### src/hdl/conv_pkg.sv
// ----------------------------------------------------------------------------
// conv_pkg: shared types and constants for the convolution mac unit
// payload structs, item kinds, register indexes, controller states
// ----------------------------------------------------------------------------
`default_nettype none
package conv_pkg;

  localparam int unsigned DefMaxHeight   = 64;
  localparam int unsigned DefMaxWidth    = 64;
  localparam int unsigned DefMaxChannels = 4;
  localparam int unsigned DefMaxFilters  = 8;
  localparam int unsigned DefMaxKernel   = 5;

  localparam int unsigned CfgIdxW  = 3;
  localparam int unsigned CfgDataW = 7;

  typedef enum logic [1:0] {
    KIND_WEIGHT  = 2'd0,
    KIND_BIAS    = 2'd1,
    KIND_SAMPLE  = 2'd2,
    KIND_COMPUTE = 2'd3
  } kind_e;

  typedef enum logic [CfgIdxW-1:0] {
    REG_KERNEL   = 3'd0,
    REG_HEIGHT   = 3'd1,
    REG_WIDTH    = 3'd2,
    REG_CHANNELS = 3'd3,
    REG_FILTERS  = 3'd4
  } reg_idx_e;

  typedef struct packed {
    logic [1:0]         kind;
    logic [5:0]         row;
    logic [5:0]         col;
    logic [1:0]         channel;
    logic [2:0]         filter;
    logic [2:0]         tap_row;
    logic [2:0]         tap_col;
    logic signed [15:0] value;
  } in_item_t;

  typedef struct packed {
    logic signed [31:0] sum;
    logic               saturated;
  } out_item_t;

  typedef enum logic [2:0] {
    ST_IDLE,
    ST_START,
    ST_RUN,
    ST_DRAIN,
    ST_OUT
  } state_e;

  // controller to datapath
  typedef struct packed {
    logic start;   // load bias, clear counters
    logic step;    // issue one tap read and advance
    logic finish;  // saturate into output register
  } dp_cmd_t;

  // datapath to controller
  typedef struct packed {
    logic last;    // current tap is the final one
    logic busy;    // reads or mac still in flight
    logic empty;   // window has no taps
  } dp_sts_t;

endpackage
`default_nettype wire

### src/hdl/conv_ctrl.sv
// ----------------------------------------------------------------------------
// conv_ctrl: controller state machine
// sequences one output point through the mac datapath
// ----------------------------------------------------------------------------
`default_nettype none
module conv_ctrl
  import conv_pkg::*;
(
  input  wire logic    clk_i,
  input  wire logic    rst_ni,
  input  wire logic    req_i,
  input  wire logic    out_stall_i,
  input  wire dp_sts_t sts_i,
  output dp_cmd_t      cmd_o,
  output logic         busy_o,
  output logic         out_valid_o
);
  state_e state_q, state_d;

  always_ff @(posedge clk_i or negedge rst_ni) begin
    if (!rst_ni) begin
      state_q <= ST_IDLE;
    end else begin
      state_q <= state_d;
    end
  end

  always_comb begin
    state_d     = state_q;
    cmd_o       = '0;
    busy_o      = 1'b1;
    out_valid_o = 1'b0;
    case (state_q)
      ST_IDLE: begin
        busy_o = 1'b0;
        if (req_i) begin
          state_d = ST_START;
        end
      end
      ST_START: begin
        cmd_o.start = 1'b1;
        state_d = ST_RUN;
      end
      ST_RUN: begin
        if (sts_i.empty) begin
          state_d = ST_DRAIN;
        end else begin
          cmd_o.step = 1'b1;
          if (sts_i.last) begin
            state_d = ST_DRAIN;
          end
        end
      end
      ST_DRAIN: begin
        if (!sts_i.busy) begin
          cmd_o.finish = 1'b1;
          state_d = ST_OUT;
        end
      end
      ST_OUT: begin
        out_valid_o = 1'b1;
        if (!out_stall_i) begin
          state_d = ST_IDLE;
        end
      end
      default: state_d = ST_IDLE;
    endcase
  end

  a_start_from_idle: assert property (@(posedge clk_i) disable iff (!rst_ni)
    cmd_o.start |-> $past(state_q) == ST_IDLE)
    else $error("start not preceded by idle");
  a_finish_once: assert property (@(posedge clk_i) disable iff (!rst_ni)
    cmd_o.finish |=> out_valid_o)
    else $error("finish not followed by output");
  a_no_step_out: assert property (@(posedge clk_i) disable iff (!rst_ni)
    out_valid_o |-> !cmd_o.step && !cmd_o.start)
    else $error("step while holding result");
endmodule
`default_nettype wire

### config.mk
export PLATFORM = sky130hd
export DESIGN_NAME = conv_ctrl
export DESIGN_NICKNAME = d
export VERILOG_FILES = /design/src/hdl/conv_pkg.sv /design/src/hdl/conv_ctrl.sv
export SDC_FILE = /design/constraint.sdc
export NUM_CORES = 1
export LEC_CHECK = 0
export BUFFER_PORTS_ARGS = -buffer_cell sky130_fd_sc_hd__buf_2
export CELL_PAD_IN_SITES_DETAIL_PLACEMENT = 0
export CELL_PAD_IN_SITES_GLOBAL_PLACEMENT = 1
export CORE_AREA = 2 2 39 41
export DETAILED_ROUTE_END_ITERATION = 8
export DIE_AREA = 0 0 41 43
export GPL_TIMING_DRIVEN = 1
export PLACE_DENSITY = 0.53
export RECOVER_POWER = 100
export SLEW_MARGIN = 25
export SYNTH_ARGS = -nofsm -noshare
export SYNTH_HDL_FRONTEND = slang
export SYNTH_SLANG_ARGS = --single-unit
### constraint.sdc
create_clock -name clk_i -period 0.9 [get_ports clk_i]
set_clock_uncertainty 0.05 [all_clocks]
set_input_delay 0.09 -clock clk_i [delete_from_list [all_inputs] [get_ports clk_i]]
set_output_delay 0.09 -clock clk_i [all_outputs]
set_load 0.03 [all_outputs]
==> flow_metrics.tcl <==
set metrics [dict create \
    placed_cells 50 \
    crit_chain "or3_4 -> buf_6" \
    crit_family "flip-flops" \
    relSlewSlack_pct 84.5 \
    drive_above_1_share_pct 83.7 \
    root_buffer "clkbuf_4" \
    synth-seq-cells 3 \
    num_vias 247 \
    drt_pass1_iterations 3 \
    seq_area_sq_um 78.8 \
    num-nets-final 51 \
    layout_min_cycle_time_ns 1.35 \
    setup_slack_ns -0.447 \
    synth.area.top_cells "dfrtp_1 39%, and4bb_4 8.4%, o41ai_2 8.4%" \
    clk_path_buf_depth 2 \
    coreArea_sq_um 1380 \
    cp.required_ns 0.76 \
    max_freq_mhz 743 \
    clk_pin_slew_ns 0.04 \
    critPathKind "flip-flop to output pin" \
    finalMaxSlewViolations 0 \
    die_w_um 41 \
    synth_cells 17 \
    power.total_mw 1.66 \
    status "complete, but fails checks" \
    vias_per_cell 4.19 \
    r2r-end "state_q[1]" \
    hold_violations 0 \
    grt_pass1_wl_um 959 \
    largest_register_ff_count 3 \
    drc 0 \
    ant_nets 0 \
    critical_path_arrival_ns 1.21 \
    dr.first_iter.drc_count 3 \
    slowest_stage "dfrtp_2" \
    cts.sinks 3 \
    crit_buf_inv 1 \
    netlist_area_sq_um 193 \
    startpoint "state_q[2]" \
    cts_tree "built" \
    worstPathMaxFanout 6 \
    pin_count 12 \
    reg2reg_depth 5 \
    multi_input_area_sq_um 154 \
    grt_overflow_total 0 \
    p_per_area_nw_per_um2 3600 \
    grt_max_degree 8 \
    max_slew.worst_pin.slew_ns 0.230 \
    max_cap_violations 0 \
    top_regs "state_q x3" \
    die_area_sq_um 1760 \
    violations "setup timing" \
    p_leak_nw 0.211 \
    place_congestion 0.741 \
    regMostFlops "state_q" \
    die_height_um 43 \
    groute.usage.overall_pct 9.48 \
    routed_wl_um 602 \
    regToRegSetupSlack_ns -0.31 \
    grt_pass1_vias 258 \
    io_buffers 11 \
    yosysTopAreaCellShare_pct 39.0 \
    rows 14 \
    rsz0062_at_grt "true" \
    antenna_found_initial 0 \
    hpwlAfterDp_um 427 \
    drt-wirelength-per-cell_um 10.2 \
    path_depth 2 \
    setup_viol 8 \
    start_util_pct 13.9 \
    diodes 0 \
    period_share_pct 150 \
    hold_path_class "primary input to flip-flop" \
    max_stage_delay_ns 0.44 \
    final_cells 59 \
    syn_avg_cell_area_sq_um 11.3 \
    ys_types 14 \
    synth_nets 24 \
    fillers 134 \
    worstSetupEndpoint "busy_o" \
    htree_levels 1 \
    synth_area_leader_cell "dfrtp_1" \
    end_kind "output pin" \
    numCtsBuffers 3 \
    synthToLayoutAreaGrowth_pct 139 \
    ys_seq_area_share_pct 39.0 \
    dp_slack_ns -0.245 \
    cp-start-kind "flip-flop" \
    r2r-start "state_q[1]" \
    clock_latency_ns 0.25 \
    ys_warn_count 0 \
    ir_drop_uv 976 \
]
[cells in the mapped netlist, drive strengths merged]
master  n
nor3    1
o41ai   1
and4bb  1
buf     1
and2    1
a31o    1
or3     1
nand4b  1
nor4b   1
and3b   1
dfrtp   3
nor2    2
nor3b   2
[metrics by stage]
stage / setup TNS [ns] / hold WS (ns) / util (%) / cell area [sq um]
final: -2.80 / 0.0418 / 33.3 / 460
after global routing: -3.07 / 0.0581 / 33.3 / 460
after CTS: -2.95 / 0.0407 / 31.2 / 432
after detailed placement: -1.43 / -0.164 / 25.3 / 350
after global placement: -1.37 / -0.164 / 25.3 / 350
after floorplan: -0.770 / -0.256 / - / 234
[area by class of cell]
type | instances | area share (%)
clock buffers | 4 | 5.71
multi-input cells | 13 | 33.4
flip-flops and latches | 3 | 17.1
well taps | 16 | 4.35
repair buffers | 23 | 39.4
[metal layers]
layer / share of wire [%] / GRT usage [%]
met5: 0 / 0
met4: 7.0 / 14.0
met3: 3.7 / 3.14
met2: 57 / 14.4
met1: 32 / 6.84
[kinds of logic after synthesis]
family                 after synthesis  share of synthesized area, %
AND/OR/NAND/NOR                     11                          45.5
AO/OA/AOI/OAI                        2                          13.0
flip-flops                           3                          39.0
buffers and inverters                1                          2.59
[how the worst min path moves through the flow]
stage | endpoint | cells after the start | from | slack [ns]
after floorplan | state_q[0] | 0 | rst_ni | -0.26
after global routing | state_q[2] | 2 | out_stall_i | 0.06
final | state_q[2] | 2 | out_stall_i | 0.04
after detailed placement | state_q[2] | 1 | rst_ni | -0.16
after CTS | state_q[2] | 2 | out_stall_i | 0.04
after global placement | state_q[2] | 1 | rst_ni | -0.16
[placed cells by master, fill, tap and decap left out]
cell           instances
a31o_1                 1
and2_4                 1
and3b_1                1
and4bb_4               1
buf_2                  5
buf_4                 10
buf_6                  6
clkbuf_1               2
clkbuf_4               3
dfrtp_2                3
dlygate4sd3_1          1
nand4b_1               1
nor2_1                 1
nor2_2                 1
nor3_2                 1
nor3b_2                1
nor3b_4                1
nor4b_4                1
o41ai_2                1
or3_4                  1
[timing repair]
action                     4_1_cts  5_1_grt
hold buffers                     1        0
setup endpoints to repair        8        8
resized for setup                8        8
pin swaps                        1        1
buffers inserted                 3        1
hold endpoints to repair         3        0
[report_power, final]
group          internal [mW]  switching (mW)  leakage, nW
sequential             0.210           0.121       0.0332
clock                  0.167          0.0897       0.0150
combinational          0.655           0.414        0.163
total                   1.03           0.625        0.211
(Power assumes the default switching activity.)
